File: config.mk
export PLATFORM = sky130hd
export DESIGN_NAME = dual_radio_hop_diversity_controller
export DESIGN_NICKNAME = d
export VERILOG_FILES = /design/src/rtl/drhdc_pkg.sv /design/src/rtl/drhdc_regs.sv /design/src/rtl/drhdc_ctrl.sv /design/src/rtl/drhdc_dp.sv /design/src/rtl/dual_radio_hop_diversity_controller.sv
export SDC_FILE = /design/constraint.sdc
export NUM_CORES = 1
export LEC_CHECK = 0
export ABC_CLOCK_PERIOD_IN_PS = 7250
export BUFFER_PORTS_ARGS = -buffer_cell sky130_fd_sc_hd__buf_4
export CAP_MARGIN = 15
export CORE_MARGIN = 4
export CORE_UTILIZATION = 40
export DETAILED_ROUTE_END_ITERATION = 6
export PLACE_DENSITY = 0.71
export SLEW_MARGIN = 20
export SYNTH_ARGS = -nofsm -noshare
export SYNTH_HDL_FRONTEND = slang
export SYNTH_HIERARCHICAL = 1
export SYNTH_SLANG_ARGS = --single-unit
File: constraint.sdc
create_clock -name clk -period 7.25 [get_ports clk]
set_clock_uncertainty 0.15 [all_clocks]
set_input_delay 0.3625 -clock clk [delete_from_list [all_inputs] [get_ports clk]]
set_output_delay 0.3625 -clock clk [all_outputs]
set_load 0.005 [all_outputs]
File: src/rtl/drhdc_pkg.sv
// Shared types and constants for the dual radio hop diversity controller.
package drhdc_pkg;

  localparam int CHANNELS_DEF = 32;

  localparam logic [4:0] TOP_CHANNEL_RST = 5'd30;
  localparam logic [7:0] RADIO_A_RST     = 8'd1;
  localparam logic [7:0] RADIO_B_RST     = 8'd2;
  localparam logic [7:0] SEQ_LAST        = 8'd255;
  localparam logic [6:0] SEARCH_LAST     = 7'd127;

  localparam int ADDR_W = 5;
  localparam int DATA_W = 32;

  typedef enum logic [2:0] {
    REG_DIVERSITY = 3'd0,
    REG_HOPPING   = 3'd1,
    REG_START     = 3'd2,
    REG_TOP       = 3'd3,
    REG_CODE_A    = 3'd4,
    REG_CODE_B    = 3'd5
  } reg_idx_t;

  typedef struct packed {
    logic       diversity_on;
    logic       hopping_on;
    logic       start_radio;
    logic [4:0] top_channel;
    logic [7:0] radio_a_code;
    logic [7:0] radio_b_code;
  } cfg_t;

  typedef struct packed {
    logic mode;
    logic ping_ok;
  } in_t;

  typedef struct packed {
    logic [7:0] next_radio_code;
    logic [7:0] next_sequence;
    logic [4:0] next_channel;
    logic       tune_radio;
    logic [4:0] tune_channel;
    logic       channel_flagged;
    logic [4:0] flagged_channel;
    logic       tally_done;
    logic [8:0] tally_failures;
    logic       exhausted;
  } out_t;

  typedef struct packed {
    logic accept;
    logic step;
    logic load;
  } cmd_t;

  typedef struct packed {
    logic search_active;
    logic out_busy;
  } stat_t;

endpackage

File: src/rtl/drhdc_regs.sv
// Configuration register file behind the APB-style port.
module drhdc_regs (
  input  logic                         clk,
  input  logic                         rst,
  input  logic                         psel,
  input  logic                         penable,
  input  logic                         pwrite,
  input  logic [drhdc_pkg::ADDR_W-1:0] paddr,
  input  logic [drhdc_pkg::DATA_W-1:0] pwdata,
  output logic [drhdc_pkg::DATA_W-1:0] prdata,
  output logic                         pready,
  output drhdc_pkg::cfg_t              cfg
);
  import drhdc_pkg::*;

  reg_idx_t idx;
  logic     wr;

  assign idx    = reg_idx_t'(paddr[4:2]);
  assign wr     = psel && penable && pwrite;
  assign pready = 1'b1;

  always_ff @(posedge clk) begin
    if (rst) begin
      cfg.diversity_on <= 1'b0;
      cfg.hopping_on   <= 1'b0;
      cfg.start_radio  <= 1'b0;
      cfg.top_channel  <= TOP_CHANNEL_RST;
      cfg.radio_a_code <= RADIO_A_RST;
      cfg.radio_b_code <= RADIO_B_RST;
    end else if (wr) begin
      unique case (idx)
        REG_DIVERSITY: cfg.diversity_on <= pwdata[0];
        REG_HOPPING:   cfg.hopping_on   <= pwdata[0];
        REG_START:     cfg.start_radio  <= pwdata[0];
        REG_TOP:       cfg.top_channel  <= pwdata[4:0];
        REG_CODE_A:    cfg.radio_a_code <= pwdata[7:0];
        REG_CODE_B:    cfg.radio_b_code <= pwdata[7:0];
        default: ;
      endcase
    end
  end

  always_comb begin
    prdata = '0;
    unique case (idx)
      REG_DIVERSITY: prdata[0]   = cfg.diversity_on;
      REG_HOPPING:   prdata[0]   = cfg.hopping_on;
      REG_START:     prdata[0]   = cfg.start_radio;
      REG_TOP:       prdata[4:0] = cfg.top_channel;
      REG_CODE_A:    prdata[7:0] = cfg.radio_a_code;
      REG_CODE_B:    prdata[7:0] = cfg.radio_b_code;
      default: ;
    endcase
  end

endmodule

File: src/rtl/drhdc_ctrl.sv
// Sequencing state machine: accept, hop search steps, result load.
module drhdc_ctrl (
  input  logic             clk,
  input  logic             rst,
  input  logic             in_valid,
  output logic             in_stall,
  input  drhdc_pkg::stat_t stat,
  output drhdc_pkg::cmd_t  cmd
);
  import drhdc_pkg::*;

  typedef enum logic [2:0] {
    S_IDLE   = 3'b001,
    S_SEARCH = 3'b010,
    S_FINISH = 3'b100
  } state_t;

  state_t state, state_next;

  assign in_stall = (state != S_IDLE);

  always_comb begin
    state_next = state;
    cmd        = '0;
    unique case (state)
      S_IDLE: begin
        if (in_valid) begin
          cmd.accept = 1'b1;
          state_next = S_SEARCH;
        end
      end
      S_SEARCH: begin
        if (stat.search_active) begin
          cmd.step = 1'b1;
        end else begin
          state_next = S_FINISH;
        end
      end
      S_FINISH: begin
        if (!stat.out_busy) begin
          cmd.load   = 1'b1;
          state_next = S_IDLE;
        end
      end
      default: state_next = S_IDLE;
    endcase
  end

  always_ff @(posedge clk) begin
    if (rst) begin
      state <= S_IDLE;
    end else begin
      state <= state_next;
    end
  end

endmodule

File: src/rtl/drhdc_dp.sv
// Datapath: session state, channel good maps, hop search unit, result register.
module drhdc_dp #(
  parameter int CHANNELS = drhdc_pkg::CHANNELS_DEF
) (
  input  logic             clk,
  input  logic             rst,
  input  drhdc_pkg::cfg_t  cfg,
  input  drhdc_pkg::in_t   in_data,
  input  drhdc_pkg::cmd_t  cmd,
  output drhdc_pkg::stat_t stat,
  output logic             out_valid,
  input  logic             out_stall,
  output drhdc_pkg::out_t  out_data
);
  import drhdc_pkg::*;

  localparam int         IW       = $clog2(CHANNELS);
  localparam logic [8:0] CHAN_LIM = 9'(CHANNELS);

  logic                live_radio, live_radio_next;
  logic [4:0]          live_channel, live_channel_next;
  logic                announced, announced_next;
  logic [4:0]          pos_a, pos_a_next;
  logic [4:0]          pos_b, pos_b_next;
  logic                sweep_down, sweep_down_next;
  logic [7:0]          seq_count, seq_count_next;
  logic [8:0]          fail_count, fail_count_next;
  logic [4:0]          usable_a, usable_a_next;
  logic [4:0]          usable_b, usable_b_next;
  logic                halted, halted_next;
  logic [CHANNELS-1:0] good_a, good_a_next;
  logic [CHANNELS-1:0] good_b, good_b_next;
  logic                search_active, search_active_next;
  logic [6:0]          search_cnt, search_cnt_next;
  logic                flagged, flagged_next;
  logic [4:0]          flag_ch, flag_ch_next;
  logic                done, done_next;
  logic [8:0]          tally, tally_next;

  logic [4:0] step_pos;
  logic       step_good;
  logic       live_in_range;

  assign live_in_range = ({4'd0, live_channel} < CHAN_LIM);

  always_comb begin
    live_radio_next    = live_radio;
    live_channel_next  = live_channel;
    announced_next     = announced;
    pos_a_next         = pos_a;
    pos_b_next         = pos_b;
    sweep_down_next    = sweep_down;
    seq_count_next     = seq_count;
    fail_count_next    = fail_count;
    usable_a_next      = usable_a;
    usable_b_next      = usable_b;
    halted_next        = halted;
    good_a_next        = good_a;
    good_b_next        = good_b;
    search_active_next = search_active;
    search_cnt_next    = search_cnt;
    flagged_next       = flagged;
    flag_ch_next       = flag_ch;
    done_next          = done;
    tally_next         = tally;
    step_pos           = 5'd0;
    step_good          = 1'b1;

    if (cmd.accept) begin
      flagged_next       = 1'b0;
      flag_ch_next       = 5'd0;
      done_next          = 1'b0;
      tally_next         = 9'd0;
      search_cnt_next    = 7'd0;
      search_active_next = 1'b0;
      if (!in_data.mode) begin
        live_radio_next   = 1'b0;
        live_channel_next = 5'd0;
        announced_next    = cfg.start_radio;
        pos_a_next        = 5'd0;
        pos_b_next        = 5'd0;
        sweep_down_next   = 1'b0;
        seq_count_next    = 8'd0;
        fail_count_next   = 9'd0;
        usable_a_next     = cfg.top_channel;
        usable_b_next     = cfg.top_channel;
        halted_next       = 1'b0;
        good_a_next       = '1;
        good_b_next       = '1;
      end else if (!halted) begin
        if (in_data.ping_ok) begin
          live_radio_next    = announced;
          live_channel_next  = announced ? pos_b : pos_a;
          announced_next     = cfg.diversity_on ? ~announced : announced;
          search_active_next = cfg.hopping_on;
        end else begin
          fail_count_next = fail_count + 9'd1;
          if (live_channel != 5'd0 && cfg.hopping_on) begin
            flagged_next = 1'b1;
            flag_ch_next = live_channel;
            if (!live_radio) begin
              if (live_in_range) good_a_next[IW'(live_channel)] = 1'b0;
              if (usable_a > 5'd1) usable_a_next = usable_a - 5'd1;
              else                 halted_next   = 1'b1;
            end else begin
              if (live_in_range) good_b_next[IW'(live_channel)] = 1'b0;
              if (usable_b > 5'd1) usable_b_next = usable_b - 5'd1;
              else                 halted_next   = 1'b1;
            end
          end
          if (cfg.diversity_on || cfg.hopping_on || live_radio) begin
            announced_next    = cfg.start_radio;
            live_radio_next   = 1'b0;
            live_channel_next = 5'd0;
            pos_a_next        = 5'd0;
            pos_b_next        = 5'd0;
          end
        end
        // tally closes on the failure count including this item
        if (seq_count != SEQ_LAST) begin
          seq_count_next = seq_count + 8'd1;
        end else begin
          done_next       = 1'b1;
          tally_next      = fail_count_next;
          seq_count_next  = 8'd0;
          fail_count_next = 9'd0;
        end
      end
    end else if (cmd.step) begin
      // one hop of the announced radio per cycle
      if (!announced) begin
        if (!sweep_down) begin
          if (pos_a >= cfg.top_channel) begin
            sweep_down_next = 1'b1;
            step_pos        = pos_a;
          end else begin
            step_pos = pos_a + 5'd1;
          end
        end else begin
          if (pos_a == 5'd0) begin
            sweep_down_next = 1'b0;
            step_pos        = pos_a;
          end else begin
            step_pos = pos_a - 5'd1;
          end
        end
        pos_a_next = step_pos;
        step_good  = ({4'd0, step_pos} < CHAN_LIM) ? good_a[IW'(step_pos)] : 1'b1;
      end else begin
        step_pos   = (pos_b >= cfg.top_channel) ? 5'd0 : pos_b + 5'd1;
        pos_b_next = step_pos;
        step_good  = ({4'd0, step_pos} < CHAN_LIM) ? good_b[IW'(step_pos)] : 1'b1;
      end
      search_cnt_next    = search_cnt + 7'd1;
      search_active_next = !step_good && (search_cnt != SEARCH_LAST);
    end
  end

  always_ff @(posedge clk) begin
    if (rst) begin
      live_radio    <= 1'b0;
      live_channel  <= 5'd0;
      announced     <= 1'b0;
      pos_a         <= 5'd0;
      pos_b         <= 5'd0;
      sweep_down    <= 1'b0;
      seq_count     <= 8'd0;
      fail_count    <= 9'd0;
      usable_a      <= TOP_CHANNEL_RST;
      usable_b      <= TOP_CHANNEL_RST;
      halted        <= 1'b0;
      good_a        <= '1;
      good_b        <= '1;
      search_active <= 1'b0;
      search_cnt    <= 7'd0;
      flagged       <= 1'b0;
      flag_ch       <= 5'd0;
      done          <= 1'b0;
      tally         <= 9'd0;
    end else begin
      live_radio    <= live_radio_next;
      live_channel  <= live_channel_next;
      announced     <= announced_next;
      pos_a         <= pos_a_next;
      pos_b         <= pos_b_next;
      sweep_down    <= sweep_down_next;
      seq_count     <= seq_count_next;
      fail_count    <= fail_count_next;
      usable_a      <= usable_a_next;
      usable_b      <= usable_b_next;
      halted        <= halted_next;
      good_a        <= good_a_next;
      good_b        <= good_b_next;
      search_active <= search_active_next;
      search_cnt    <= search_cnt_next;
      flagged       <= flagged_next;
      flag_ch       <= flag_ch_next;
      done          <= done_next;
      tally         <= tally_next;
    end
  end

  // result register
  always_ff @(posedge clk) begin
    if (rst) begin
      out_valid <= 1'b0;
    end else if (cmd.load) begin
      out_valid <= 1'b1;
    end else if (!out_stall) begin
      out_valid <= 1'b0;
    end
  end

  always_ff @(posedge clk) begin
    if (cmd.load) begin
      out_data.next_radio_code <= announced ? cfg.radio_b_code : cfg.radio_a_code;
      out_data.next_sequence   <= seq_count;
      out_data.next_channel    <= announced ? pos_b : pos_a;
      out_data.tune_radio      <= live_radio;
      out_data.tune_channel    <= live_channel;
      out_data.channel_flagged <= flagged;
      out_data.flagged_channel <= flag_ch;
      out_data.tally_done      <= done;
      out_data.tally_failures  <= tally;
      out_data.exhausted       <= halted;
    end
  end

  assign stat.search_active = search_active;
  assign stat.out_busy      = out_valid && out_stall;

endmodule

File: src/rtl/dual_radio_hop_diversity_controller.sv
// Top level of the dual radio hop diversity controller.
//
// Input channel (in_valid / in_stall / in_data): one request per ping outcome
// or session start. Output channel (out_valid / out_stall / out_data): one
// header and tuning result per request, in order.
// Configuration must be written over the APB-style port only while the block
// is idle (not enforced here); registers sit at byte addresses 0 to 20, step 4.
// A request is taken only while the sequencer is idle. After a ping that needs
// a hop, the search unit moves the announced radio one channel per cycle until
// it finds a good one or gives up after 128 steps. The sequencer then passes
// from search to finish, loads the result into the output register and goes
// back to idle, where the next request is taken.
// If the receiver stalls, the result holds in the output register and the
// next request can still be accepted and processed; its result waits until
// the register frees up.
// Reset (rst, synchronous) restores the register defaults and starts a fresh
// session with every channel marked good; a start request does the same to
// the session state.
module dual_radio_hop_diversity_controller #(
  parameter int CHANNELS = drhdc_pkg::CHANNELS_DEF
) (
  input  logic                         clk,
  input  logic                         rst,
  input  logic                         in_valid,
  output logic                         in_stall,
  input  drhdc_pkg::in_t               in_data,
  output logic                         out_valid,
  input  logic                         out_stall,
  output drhdc_pkg::out_t              out_data,
  input  logic                         psel,
  input  logic                         penable,
  input  logic                         pwrite,
  input  logic [drhdc_pkg::ADDR_W-1:0] paddr,
  input  logic [drhdc_pkg::DATA_W-1:0] pwdata,
  output logic [drhdc_pkg::DATA_W-1:0] prdata,
  output logic                         pready
);
  import drhdc_pkg::*;

  cfg_t  cfg;
  cmd_t  cmd;
  stat_t stat;

  drhdc_regs u_regs (
    .clk     (clk),
    .rst     (rst),
    .psel    (psel),
    .penable (penable),
    .pwrite  (pwrite),
    .paddr   (paddr),
    .pwdata  (pwdata),
    .prdata  (prdata),
    .pready  (pready),
    .cfg     (cfg)
  );

  drhdc_ctrl u_ctrl (
    .clk      (clk),
    .rst      (rst),
    .in_valid (in_valid),
    .in_stall (in_stall),
    .stat     (stat),
    .cmd      (cmd)
  );

  drhdc_dp #(
    .CHANNELS (CHANNELS)
  ) u_dp (
    .clk       (clk),
    .rst       (rst),
    .cfg       (cfg),
    .in_data   (in_data),
    .cmd       (cmd),
    .stat      (stat),
    .out_valid (out_valid),
    .out_stall (out_stall),
    .out_data  (out_data)
  );

endmodule

==> flow_metrics.tcl <==
set metrics [dict create \
    outcome "completed" \
    drtIter0Drc 656 \
    max_freq_mhz 284 \
    syn_area_mm2 0.00972 \
    design_area_mm2 0.0113 \
    grt_pass1_wl_mm 37.2 \
    p_leak_nw 4.23 \
    powerDensity_mw_per_mm2 227 \
    antenna_cells 0 \
    synth_edf_count 44 \
    fp.coreArea_mm2 0.0237 \
    clockBufferDepth 3 \
    io_buffers 73 \
    path_class "reg2reg" \
    clock_latency_ps 500 \
    rsz0062_at_grt "no" \
    via_per_inst 5.40 \
    r2r_slack_ps 3730 \
    grt_max_degree 65 \
    grt_pass1_vias 7311 \
    cp_cell_sequence "clkinv_1, ha_1, nand2b_1, a31oi_1, o211ai_1, o32ai_1, o21ai_0, o22ai_1, o211ai_1, nand4_1" \
    cts_tree "done" \
    cts_buffers 22 \
    post-route-drc-count 0 \
    gr-usage-met2 0.274 \
    r2r-start "u_dp/pos_b[0]" \
    clkTransAtPathRegs_ps 60 \
    gp_congestion 0.866 \
    finalCriticalPeriod_ps 3520 \
    cp_slowest_stage_delay_ps 770 \
    crit_top_cell "o211ai_1" \
    power_frac_comb 0.047 \
    p_total_mw 2.56 \
    die_y_um 164 \
    use_met1 0.231 \
    yosys_warnings 6 \
    drive_gt1_frac 0.131 \
    internal_power_mw 2.02 \
    root_buffer "clkbuf_16" \
    critPathMaxFanout 15 \
    finalCritPeriodShare 0.485 \
    fin_tns_setup_ps 0 \
    worstHoldEndpoint "u_regs/cfg[6]" \
    pwr-share-seq 0.462 \
    hp-class "in2reg" \
    place_area_mm2 0.0104 \
    dpl.hpwl_mm 15.6 \
    maxSlewHeadroom 0.290 \
    drv_slew 0 \
    syn-instance-count 1062 \
    p_sw_uw 539 \
    layout_commonest_cell "dfxtp_1" \
    synth_seq_cells 206 \
    vias 7838 \
    cap_violations 0 \
    antenna_found_initial 0 \
    r2r_end "u_dp/search_active" \
    layout-area-overhead-vs-synth_pct 15.9 \
    finalSetupViolCount 0 \
    most-common-layout-cells "162 x dfxtp_1, 140 x nand2_1, 116 x o21ai_0, 92 x nor2_1, 78 x buf_4" \
    worstPathArrival_ps 3740 \
    avgSynthCellArea_um2 9.15 \
    postCtsSetupBuffers 0 \
    hold_violations 0 \
    start_util 0.410 \
    post_cts_resize_count 0 \
    ys.flop_type "dfxtp_1" \
    crit_slowest_cell "dfxtp_1" \
    die_w_um 164 \
    cp.required_ps 7470 \
    grt_util_met3 0.0218 \
    clock-sinks 206 \
    nets 1183 \
    cp-start-kind "flop" \
    rr_worst_depth 10 \
    htree_num_levels 1 \
    overflow 0 \
    switching_share 0.211 \
    grt_usage 0.167 \
    wl_per_cell_um 15.8 \
    tightest_slew_ps 1060 \
    worst_setup_path_end_kind "flop" \
    hold_path_depth 3 \
    ctsHoldBuffers 6 \
    min-delay-start "pwdata[6]" \
    grt-busiest-layer "met2" \
    rows 56 \
    routed_wl_mm 23.0 \
    ys_types 83 \
    ys_seq_area_frac 0.470 \
    drtAntennaViolNets 0 \
    dieArea_mm2 0.0269 \
    async_flop_share 0 \
    clockPowerShare 0.490 \
    io_pins 125 \
    drt_pass1_iterations 5 \
    peakVddDrop_uv 173 \
]
## cells in the mapped netlist (all sizes together), types with 5 or more instances
library cell / instances / share of area
dfxtp: 162 / 0.33
nand2: 142 / 0.055
o21ai: 120 / 0.062
nor2: 95 / 0.038
buf: 45 / 0.031
edfxtp: 44 / 0.14
a21oi: 43 / 0.022
mux2i: 35 / 0.036
clkbuf: 32 / 0.012
nand2b: 27 / 0.018
nand3: 24 / 0.013
inv: 23 / 0.0089
ha: 21 / 0.027
nor2b: 21 / 0.014
a22oi: 17 / 0.013
a31oi: 11 / 0.0071
mux2: 11 / 0.013
nor3b: 11 / 0.0097
o2111ai: 11 / 0.0099
xor2: 11 / 0.0099
or3: 10 / 0.0064
nor3: 9 / 0.0046
o22ai: 9 / 0.0058
and3: 8 / 0.0052
nand3b: 8 / 0.0062
xnor2: 8 / 0.0072
a211oi: 7 / 0.0059
nand4: 7 / 0.0061
a22o: 6 / 0.0054
and2: 6 / 0.0039
a21o: 5 / 0.0039
o211ai: 5 / 0.0039
## flip-flops by register name, indices dropped and copies added, names as in the netlist
signal              cells
u_dp/good_a            32
u_dp/pos_b              5
u_dp/announced          1
u_dp/usable_b           5
u_dp/pos_a              5
u_regs/cfg             24
u_ctrl/state            3
u_dp/out_valid          1
u_dp/flag_ch            5
u_dp/flagged            1
u_dp/sweep_down         1
u_dp/done               1
u_dp/out_data          44
u_dp/good_b            32
u_dp/search_active      1
u_dp/tally              9
u_dp/seq_count          8
u_dp/live_radio         1
u_dp/live_channel       5
u_dp/halted             1
u_dp/search_cnt         7
u_dp/usable_a           5
u_dp/fail_count         9
## cell families (layout without fill, tap and decap cells)
logic type                 count (synthesis)  count (layout)  synth area share
muxes                                     49              49            0.0565
and+or+nand+nor                          391             391             0.201
other                                      2              25          0.000773
xor gates and xnor gates                  19              19            0.0171
buffers and inverters                    101             148            0.0531
AOI/OAI and AO/OA                        273             273             0.175
DFF                                      206             206             0.470
adders and majority gates                 21              21            0.0270
## through the flow
step                      hold slack, ps  instances  utilization  worst slack, ps
after floorplan                      253       1085            -             1340
after CTS                           1.31       1451        0.475             3820
final                               9.70       1451        0.475             3730
after global placement               265       1405        0.438             3830
after global routing                31.1       1451        0.475             3500
after detailed placement             265       1405        0.438             3840
## area by class of cell
class	instances	area, um2
repair buffers	84	646
inverters	24	90.1
clock buffers	27	601
well taps	319	399
flip-flops and latches	206	4560
fillers	2232	12400
multi-input cells	778	4740
clock inverters	13	216
## worst max-delay path: cells and delay by family (launching register included)
kind | cells | cell delay (ps)
AO/OA/AOI/OAI | 6 | 1460
flip-flops | 1 | 770
buffers and inverters | 1 | 430
adder cells (fa/ha/maj) | 1 | 380
AND/OR/NAND/NOR | 2 | 200
## worst max-delay path by stage
stage | from | to | slack [ps]
2_1_floorplan | out_stall | u_dp/out_data[0] | 1340
4_1_cts | u_dp/pos_b[0] | u_dp/search_active | 3820
3_5_place_dp | u_dp/pos_b[0] | u_dp/search_active | 3840
3_3_place_gp | u_dp/pos_b[0] | u_dp/search_active | 3830
5_1_grt | u_dp/pos_b[0] | u_dp/search_active | 3500
6_report | u_dp/pos_b[0] | u_dp/search_active | 3730
## metal layers
layer  wire length [um]  vias to the layer above
met5                  0                        -
met4                432                        0
met3               1250                       32
met2              10800                      226
met1              10500                     3708
li1                   -                     3872
## power groups by stage
| stage | Combinational, mW | Sequential [mW] | Clock, mW |
|---|---|---|---|
| floorplan | 0.0922 | 1.20 | 0 |
| global placement | 0.115 | 1.21 | 0 |
| detailed placement | 0.117 | 1.21 | 0 |
| CTS | 0.120 | 1.18 | 1.27 |
| global route | 0.133 | 1.18 | 1.33 |
| finish | 0.120 | 1.18 | 1.25 |
Note: power is estimated with default switching activity, not from simulation.
